===== config.mk =====
export PLATFORM = sky130hd
export DESIGN_NAME = fhne_ctrl
export DESIGN_NICKNAME = d
export VERILOG_FILES = /design/src/rtl/core/fhne_pkg.sv /design/src/rtl/core/fhne_ctrl.sv
export SDC_FILE = /design/constraint.sdc
export NUM_CORES = 1
export LEC_CHECK = 0
export BUFFER_PORTS_ARGS = -buffer_cell sky130_fd_sc_hd__buf_2
export CELL_PAD_IN_SITES_DETAIL_PLACEMENT = 0
export CELL_PAD_IN_SITES_GLOBAL_PLACEMENT = 1
export CORE_UTILIZATION = 31
export DETAILED_ROUTE_END_ITERATION = 16
export PLACE_DENSITY = 0.85
export SETUP_SLACK_MARGIN = 0.15
export SYNTH_ARGS = -nofsm -noshare
export SYNTH_HDL_FRONTEND = slang
export SYNTH_SLANG_ARGS = --single-unit

===== constraint.sdc =====
create_clock -name clk_i -period 2.5 [get_ports clk_i]
set_input_delay 0.5 -clock clk_i [delete_from_list [all_inputs] [get_ports clk_i]]
set_output_delay 0.5 -clock clk_i [all_outputs]
set_load 0.02 [all_outputs]

===== src/rtl/core/fhne_pkg.sv =====
`timescale 1ns / 1ps
// Shared types and constants for the frequency heap emitter.
// No dependencies.
package fhne_pkg;
  localparam int unsigned HeapDepthDef  = 256;
  localparam int unsigned CountWidthDef = 16;
  localparam int unsigned SymW = 8;

  localparam logic [1:0] StCounted  = 2'd0;
  localparam logic [1:0] StEmitted  = 2'd1;
  localparam logic [1:0] StNotPoss  = 2'd2;

  localparam logic OpAdd  = 1'b0;
  localparam logic OpEmit = 1'b1;

  // Read address selects relative to the current position p.
  localparam logic [1:0] RdP   = 2'd0;
  localparam logic [1:0] RdPar = 2'd1;
  localparam logic [1:0] RdLft = 2'd2;
  localparam logic [1:0] RdRgt = 2'd3;

  // Datapath commands from the controller.
  typedef struct packed {
    logic load;        // capture the incoming word, p <= 1, scan pointer <= 1
    logic scan_rd;     // read at the scan pointer and advance it
    logic rd;          // read memory at the rd_sel address
    logic [1:0] rd_sel;
    logic set_found;   // p <= position of the entry just checked
    logic set_p2;
    logic set_p3;
    logic move_up;     // p <= parent
    logic move_l;      // p <= left child
    logic move_r;      // p <= right child
    logic wr_new;      // append a new entry with count 1
    logic wr_cur;      // write the current entry at p
    logic wr_a;        // write operand a at p
    logic wr_rd;       // write the read data at p
    logic cap_rd;      // current entry <= read data
    logic cap_rd_inc;  // current entry <= read data with its count raised
    logic cap_a_cur;   // current entry <= operand a
    logic cap_a;       // operand a <= read data
    logic dec_cnt;
    logic mark_last;
    logic res_set;
    logic [1:0] res_status;
  } fhne_cmd_t;

  typedef struct packed {
    logic scan_hit;
    logic scan_end;
    logic full;
    logic empty;
    logic root_rep;    // read symbol equals last emitted
    logic cnt_ge3;
    logic cnt_eq2;
    logic cur_zero;
    logic p_is_root;
    logic rd_lt_cur;
    logic has_l;
    logic has_r;
    logic a_gt_rd;
    logic a_gt_cur;
    logic rd_gt_a;
    logic rd_gt_cur;
  } fhne_sts_t;
endpackage


===== src/rtl/core/fhne_ctrl.sv =====
`timescale 1ns / 1ps
// Sequencer for search, sift-up, emit choice and sift-down.
// Depends on fhne_pkg.
module fhne_ctrl (
  input  logic                clk_i,
  input  logic                rst_ni,
  input  logic                valid_i,
  output logic                stall_o,
  input  logic                op_i,
  output logic                valid_o,
  input  logic                stall_i,
  output fhne_pkg::fhne_cmd_t cmd_o,
  input  fhne_pkg::fhne_sts_t sts_i
);
  import fhne_pkg::*;
  localparam logic [3:0] SIdle    = 4'd0,  SScan   = 4'd1,  SUpRd  = 4'd2,
                         SUpCmp   = 4'd3,  SEmStart = 4'd4, SEmRoot = 4'd5,
                         SEmL     = 4'd6,  SEmR    = 4'd7,  SEmCap = 4'd8,
                         SPick    = 4'd9,  SDnRd   = 4'd10, SDnL   = 4'd11,
                         SDnR     = 4'd12;
  logic [3:0] st_q, st_d;
  logic       vo_q, vo_d;

  always_comb begin
    logic fin;
    logic take_r;
    fin = 1'b0;
    take_r = 1'b0;
    cmd_o = '0;
    st_d = st_q;
    vo_d = vo_q;
    if (vo_q && !stall_i) vo_d = 1'b0;
    case (st_q)
      SIdle: begin
        if (valid_i && !vo_q) begin
          cmd_o.load = 1'b1;
          st_d = (op_i == OpAdd) ? SScan : SEmStart;
        end
      end
      SScan: begin
        if (sts_i.scan_hit) begin
          cmd_o.set_found = 1'b1; cmd_o.cap_rd_inc = 1'b1; st_d = SUpRd;
        end else if (!sts_i.scan_end) begin
          cmd_o.scan_rd = 1'b1;
        end else if (sts_i.full) begin
          cmd_o.res_set = 1'b1; cmd_o.res_status = StNotPoss; fin = 1'b1;
        end else begin
          cmd_o.wr_new = 1'b1;
          cmd_o.res_set = 1'b1; cmd_o.res_status = StCounted; fin = 1'b1;
        end
      end
      SUpRd: begin
        if (sts_i.p_is_root) begin
          cmd_o.wr_cur = 1'b1;
          cmd_o.res_set = 1'b1; cmd_o.res_status = StCounted; fin = 1'b1;
        end else begin
          cmd_o.rd = 1'b1; cmd_o.rd_sel = RdPar; st_d = SUpCmp;
        end
      end
      SUpCmp: begin
        if (sts_i.rd_lt_cur) begin
          // Parent moves down into p, the current entry moves up.
          cmd_o.wr_rd = 1'b1; cmd_o.move_up = 1'b1; st_d = SUpRd;
        end else begin
          cmd_o.wr_cur = 1'b1;
          cmd_o.res_set = 1'b1; cmd_o.res_status = StCounted; fin = 1'b1;
        end
      end
      SEmStart: begin
        if (sts_i.empty) begin
          cmd_o.res_set = 1'b1; cmd_o.res_status = StNotPoss; fin = 1'b1;
        end else begin
          cmd_o.rd = 1'b1; cmd_o.rd_sel = RdP; st_d = SEmRoot;
        end
      end
      SEmRoot: begin
        if (!sts_i.root_rep) begin
          cmd_o.cap_rd = 1'b1; st_d = SPick;
        end else if (sts_i.cnt_ge3) begin
          cmd_o.rd = 1'b1; cmd_o.rd_sel = RdLft; st_d = SEmL;
        end else if (sts_i.cnt_eq2) begin
          cmd_o.rd = 1'b1; cmd_o.rd_sel = RdLft; cmd_o.set_p2 = 1'b1; st_d = SEmCap;
        end else begin
          cmd_o.res_set = 1'b1; cmd_o.res_status = StNotPoss; fin = 1'b1;
        end
      end
      SEmL: begin
        cmd_o.cap_a = 1'b1; cmd_o.rd = 1'b1; cmd_o.rd_sel = RdRgt; st_d = SEmR;
      end
      SEmR: begin
        // Position 2 wins only when its count is strictly greater.
        if (sts_i.a_gt_rd) begin
          cmd_o.cap_a_cur = 1'b1; cmd_o.set_p2 = 1'b1;
        end else begin
          cmd_o.cap_rd = 1'b1; cmd_o.set_p3 = 1'b1;
        end
        st_d = SPick;
      end
      SEmCap: begin
        cmd_o.cap_rd = 1'b1; st_d = SPick;
      end
      SPick: begin
        if (sts_i.cur_zero) begin
          cmd_o.res_set = 1'b1; cmd_o.res_status = StNotPoss; fin = 1'b1;
        end else begin
          cmd_o.dec_cnt = 1'b1; cmd_o.mark_last = 1'b1;
          cmd_o.res_set = 1'b1; cmd_o.res_status = StEmitted;
          st_d = SDnRd;
        end
      end
      SDnRd: begin
        if (sts_i.has_l) begin
          cmd_o.rd = 1'b1; cmd_o.rd_sel = RdLft; st_d = SDnL;
        end else begin
          cmd_o.wr_cur = 1'b1; fin = 1'b1;
        end
      end
      SDnL: begin
        cmd_o.cap_a = 1'b1;
        if (sts_i.has_r) begin
          cmd_o.rd = 1'b1; cmd_o.rd_sel = RdRgt;
        end
        st_d = SDnR;
      end
      SDnR: begin
        take_r = sts_i.has_r && (sts_i.a_gt_cur ? sts_i.rd_gt_a : sts_i.rd_gt_cur);
        if (take_r) begin
          cmd_o.wr_rd = 1'b1; cmd_o.move_r = 1'b1; st_d = SDnRd;
        end else if (sts_i.a_gt_cur) begin
          cmd_o.wr_a = 1'b1; cmd_o.move_l = 1'b1; st_d = SDnRd;
        end else begin
          cmd_o.wr_cur = 1'b1; fin = 1'b1;
        end
      end
      default: st_d = SIdle;
    endcase
    if (fin) begin
      vo_d = 1'b1;
      st_d = SIdle;
    end
  end

  always_ff @(posedge clk_i or negedge rst_ni) begin
    if (!rst_ni) begin
      st_q <= SIdle; vo_q <= 1'b0;
    end else begin
      st_q <= st_d; vo_q <= vo_d;
    end
  end

  assign stall_o = (st_q != SIdle) || vo_q;
  assign valid_o = vo_q;
endmodule


# Word level (Yosys, flattened, before mapping)
# Cells that the tools add are included.
[classes]
div_mod_pow = 0
magnitude_cmp = 0
n_eq_ne = 21
bitwise = 0
reduce_logical = 12
n_mux = 84
n_addsub = 0
n_shift = 0
mul = 0
[op_table]
columns = ["op", "count"]
rows = [
  ["two-way mux 4 bit", 13],
  ["two-way mux 3 bit", 16],
  ["case mux 4 bit (12 select lines)", 1],
  ["two-way mux 1 bit", 41],
  ["case mux 3 bit (6 select lines)", 2],
  ["inequality test 3 bit (second input constant)", 7],
  ["equality test 4 bit (second input constant)", 5],
  ["equality test 4 x 3 -> 1 bit (second input constant)", 4],
  ["two-way mux 2 bit", 6],
  ["AND reduction 9 bit", 1],
  ["equality test 4 x 2 -> 1 bit (second input constant)", 2],
  ["case mux 1 bit (8 select lines)", 1],
  ["inequality test 5 bit (second input constant)", 1],
  ["equality test 4 x 1 -> 1 bit (second input constant)", 1],
  ["zero test 4 bit", 1],
  ["inequality test 4 bit (second input constant)", 1],
  ["case mux 1 bit (2 select lines)", 2],
  ["case mux 1 bit (4 select lines)", 1],
  ["nonzero test 4 bit", 1],
  ["OR reduction 2 bit", 2],
  ["logical AND 1 bit", 3],
  ["case mux 1 bit (3 select lines)", 1],
  ["zero test 1 bit", 2],
  ["nonzero test 2 bit", 1],
  ["logical OR 1 bit", 1],
]
[word_totals]
romBits = 0
out_inout_bits = 26
word_cells = 119
latchBits = 0
reg_bits = 5
mem_bits_rw = 0
in_bits = 21
n_memories = 0

# Longest topological paths before layout
[logic_depth]
word_depth = 6
ltp_mapped = 6
depth_no_buf = 5

# Worst setup path before layout
# Ideal clock, no wire load.
[synth_timing]
kind = "register to output"
start = "register st_q[3]"
end = "output cmd_o[9] (netlist name)"
n_path_buf = 1
required_ns = 2.000
arrival_time_ns = 1.489
stages_incl_launch_ff = 6
path_slack_ns = 0.511
path_cell_list = "dfrtp_1 buf_4 and2_1 and2_1 and3_1 or2_2"
[synth_lines]
columns = ["item", "line", "text"]
rows = [
  ["start: declaration", "fhne_ctrl.sv:21", "logic [3:0] st_q, st_d;"],
  ["start signal: assignment", "fhne_ctrl.sv:147", "st_q <= st_d; vo_q <= vo_d;"],
  ["end: declaration", "fhne_ctrl.sv:12", "output fhne_pkg::fhne_cmd_t cmd_o,"],
]

==> run metrics <==
status completed; Wirelength per Cell 12.67 µm; routability cong. 0.8571; routed vias/inst 5.442; drt drc 0; IO Count 47; critical path class reg2out; Fmax between 400 and 500 MHz; final setup fails 0; Mapped Cells 109; Slew @ Worst Pin 0.3795 ns; syn nets 130; Mapped Avg Cell Area 7.278 µm²; first-pass GRT wire length 3.525 mm; Pre-Repair DR Iteration Count 4; Overflow after GRT 0; power per cell area 1167 nW/µm²; max-slew violation count 0; hold-fix buffer count after cts 0; Max IR drop VDD around 0.74 mV; Antenna Cells 0; Pwr Total 1.236 mW; sequential share of the synthesized area 0.1577; minimum clock period roughly 2.3 ns; dpl cells 177; CTS H-tree lvls 1; final hold viol count 0; final worst slack 0.2259 ns; max_cap viols 0; placed cell areas 1017 µm²; P&R area growth vs syn 33.44%; FP Rows 17; Worst-path clk slew 0.04 ns; Core Region 2318 µm²; Via Count 985; CP Capture Type output port; layout cell share with drive strength beyond 1 0.4510; post-DP HPWL about 1.9 mm; Initial Util 0.3421; setup TNS 0 ns; Rel. slew slack 0.7461; Post-Layout Cell Count about 180; clock tree from TritonCTS done; HP Class in2async; Initial DRC Count 23; CP Cell Sequence nor2b_2, and3_4, a32oi_2, nand3_1, buf_2; clk sinks 5; post-route design area 1059 µm²; largest net degree at the start of global routing 19; Yosys cell types 38; Total Wirelength 2.294 mm; post-synthesis cell area 793.3 µm²; post-CTS sizing 2; net total in the final layout ~180; post-route ant nets 0; Yosys reg bits 5; die height ~53 µm; CP max FO 13; Fin Clk Skew just over 0.005 ns; Die Area around 2800 µm²; clk buf depth 2; Syn. warnings 0; Port Buffer Count 46; clk_lat worst skew 0.23 ns; WP data arrival 1.77 ns; slowest CP cell dfrtp_2; Leakage 0.5427 nW; Hold WS 0.06585 ns; WP data required 2.00 ns; dpl ws approximately 0.36 ns; Die X 52.59 µm; slowest stage delay, CP between 0.4 and 0.5 ns; Core Util, Final 0.4566; initial antenna violation count 0; GRT Total Usage 0.1660; Post-CTS Setup Bufs 0; Worst Setup Start Kind flop; fin crit share 0.9097; Num CTS Buffers 3; RSZ-0062 raised after global routing no; vias in the first global route 856; CTS Root Cell clkbuf_4
-- logic make-up after synthesis --
family,share of synthesized area
AOI/OAI and AO/OA,0.2855
buffers and inverters,0.07571
DFF,0.1577
muxes,0.02681
and+or+nand+nor,0.4543
-- state kept, by name, summed over array words and instances, names as in the netlist --
register and count:
valid_o 1, st_q 4
-- final timing paths --
kind,to,start,depth (start not counted),slack [ns]
worst min-delay path,valid_o,rst_ni,1,0.07
worst max register to register,st_q[1],st_q[2],5,0.72
worst min register to register,valid_o,valid_o,1,0.52
max in group asynchronous,st_q[1],rst_ni,1,2.29
worst max-delay path,cmd_o[1],st_q[2],5,0.23
min in group clk_i,valid_o,stall_i,2,0.48
-- power by group --
group	switching (mW)	internal [mW]	leakage, nW	total (mW)
Combinational	0.521	0.369	0.471	0.890
Clock	0.0296	0.0601	0.0150	0.0897
Sequential	0.124	0.132	0.0572	0.256
Total	0.674	0.561	0.543	1.24
-- cells in the final DEF, fill, tap and decap left out, types with 2 or more instances in the layout --
master and n:
buf_2 46, nand2_1 10, nor2_1 10, a21oi_1 10, and3_1 7, o21ai_0 7
nand3_1 5, and2_1 4, nor2b_1 4, nand2b_1 4, dfrtp_2 4, inv_1 3
nand4_1 3, clkbuf_4 3, or2_2 2, nor3_1 2, nand4bb_1 2, a21o_1 2
-- final cells by class --
| class | count | area (µm²) |
|---|---|---|
| Clock buffer | 4 | 26.28 |
| Tap cell | 28 | 35.03 |
| Sequential cell | 5 | 130.1 |
| Fill cell | 237 | 1260 |
| Inverter | 3 | 11.26 |
| Multi-Input combinational cell | 94 | 618.1 |
| Timing Repair Buffer | 47 | 237.7 |
-- critical path: cells and delay by family, from the launching register on --
kind	cells	cell delay [ns]
flops	1	0.48
compound gates	1	0.32
simple gates	3	0.57
buf+inv	1	0.17
-- cell usage after synthesis --
cell	count	share of area
a21oi_1	11	0.069
nand2_1	10	0.047
nor2_1	10	0.047
o21ai_0	8	0.050
and3_1	7	0.055
dfrtp_1	5	0.16
nand3_1	5	0.032
and2_1	4	0.032
buf_4	4	0.038
nand2b_1	4	0.032
nor2b_1	4	0.032
inv_1	3	0.014
nand4_1	3	0.024
a21o_1	2	0.019
clkbuf_1	2	0.0095
nand4bb_1	2	0.028
nor2b_2	2	0.022
nor3_1	2	0.013
or2_2	2	0.016
a211oi_2	1	0.016
a21boi_0	1	0.0095
a31o_2	1	0.011
a31oi_1	1	0.0079
a32o_1	1	0.013
a32oi_1	1	0.011
a32oi_2	1	0.021
a41oi_2	1	0.021
and2b_1	1	0.0095
and3_4	1	0.014
and3b_4	1	0.016
buf_6	1	0.014
mux2_2	1	0.014
mux2i_1	1	0.013
nor3b_1	1	0.0095
nor4_4	1	0.027
o2111ai_2	1	0.019
o211ai_1	1	0.0095
o21a_1	1	0.0095
-- metal layers --
metal,up-vias,wire (µm),GRT usage,share of wire
li1,483,-,-,-
met4,0,29,0.03947,0.013
met2,46,1109,0.2869,0.48
met3,4,162,0.01159,0.071
met5,-,0,0,0
met1,452,992,0.2213,0.43
Note: power is estimated with default switching activity, not from simulation.
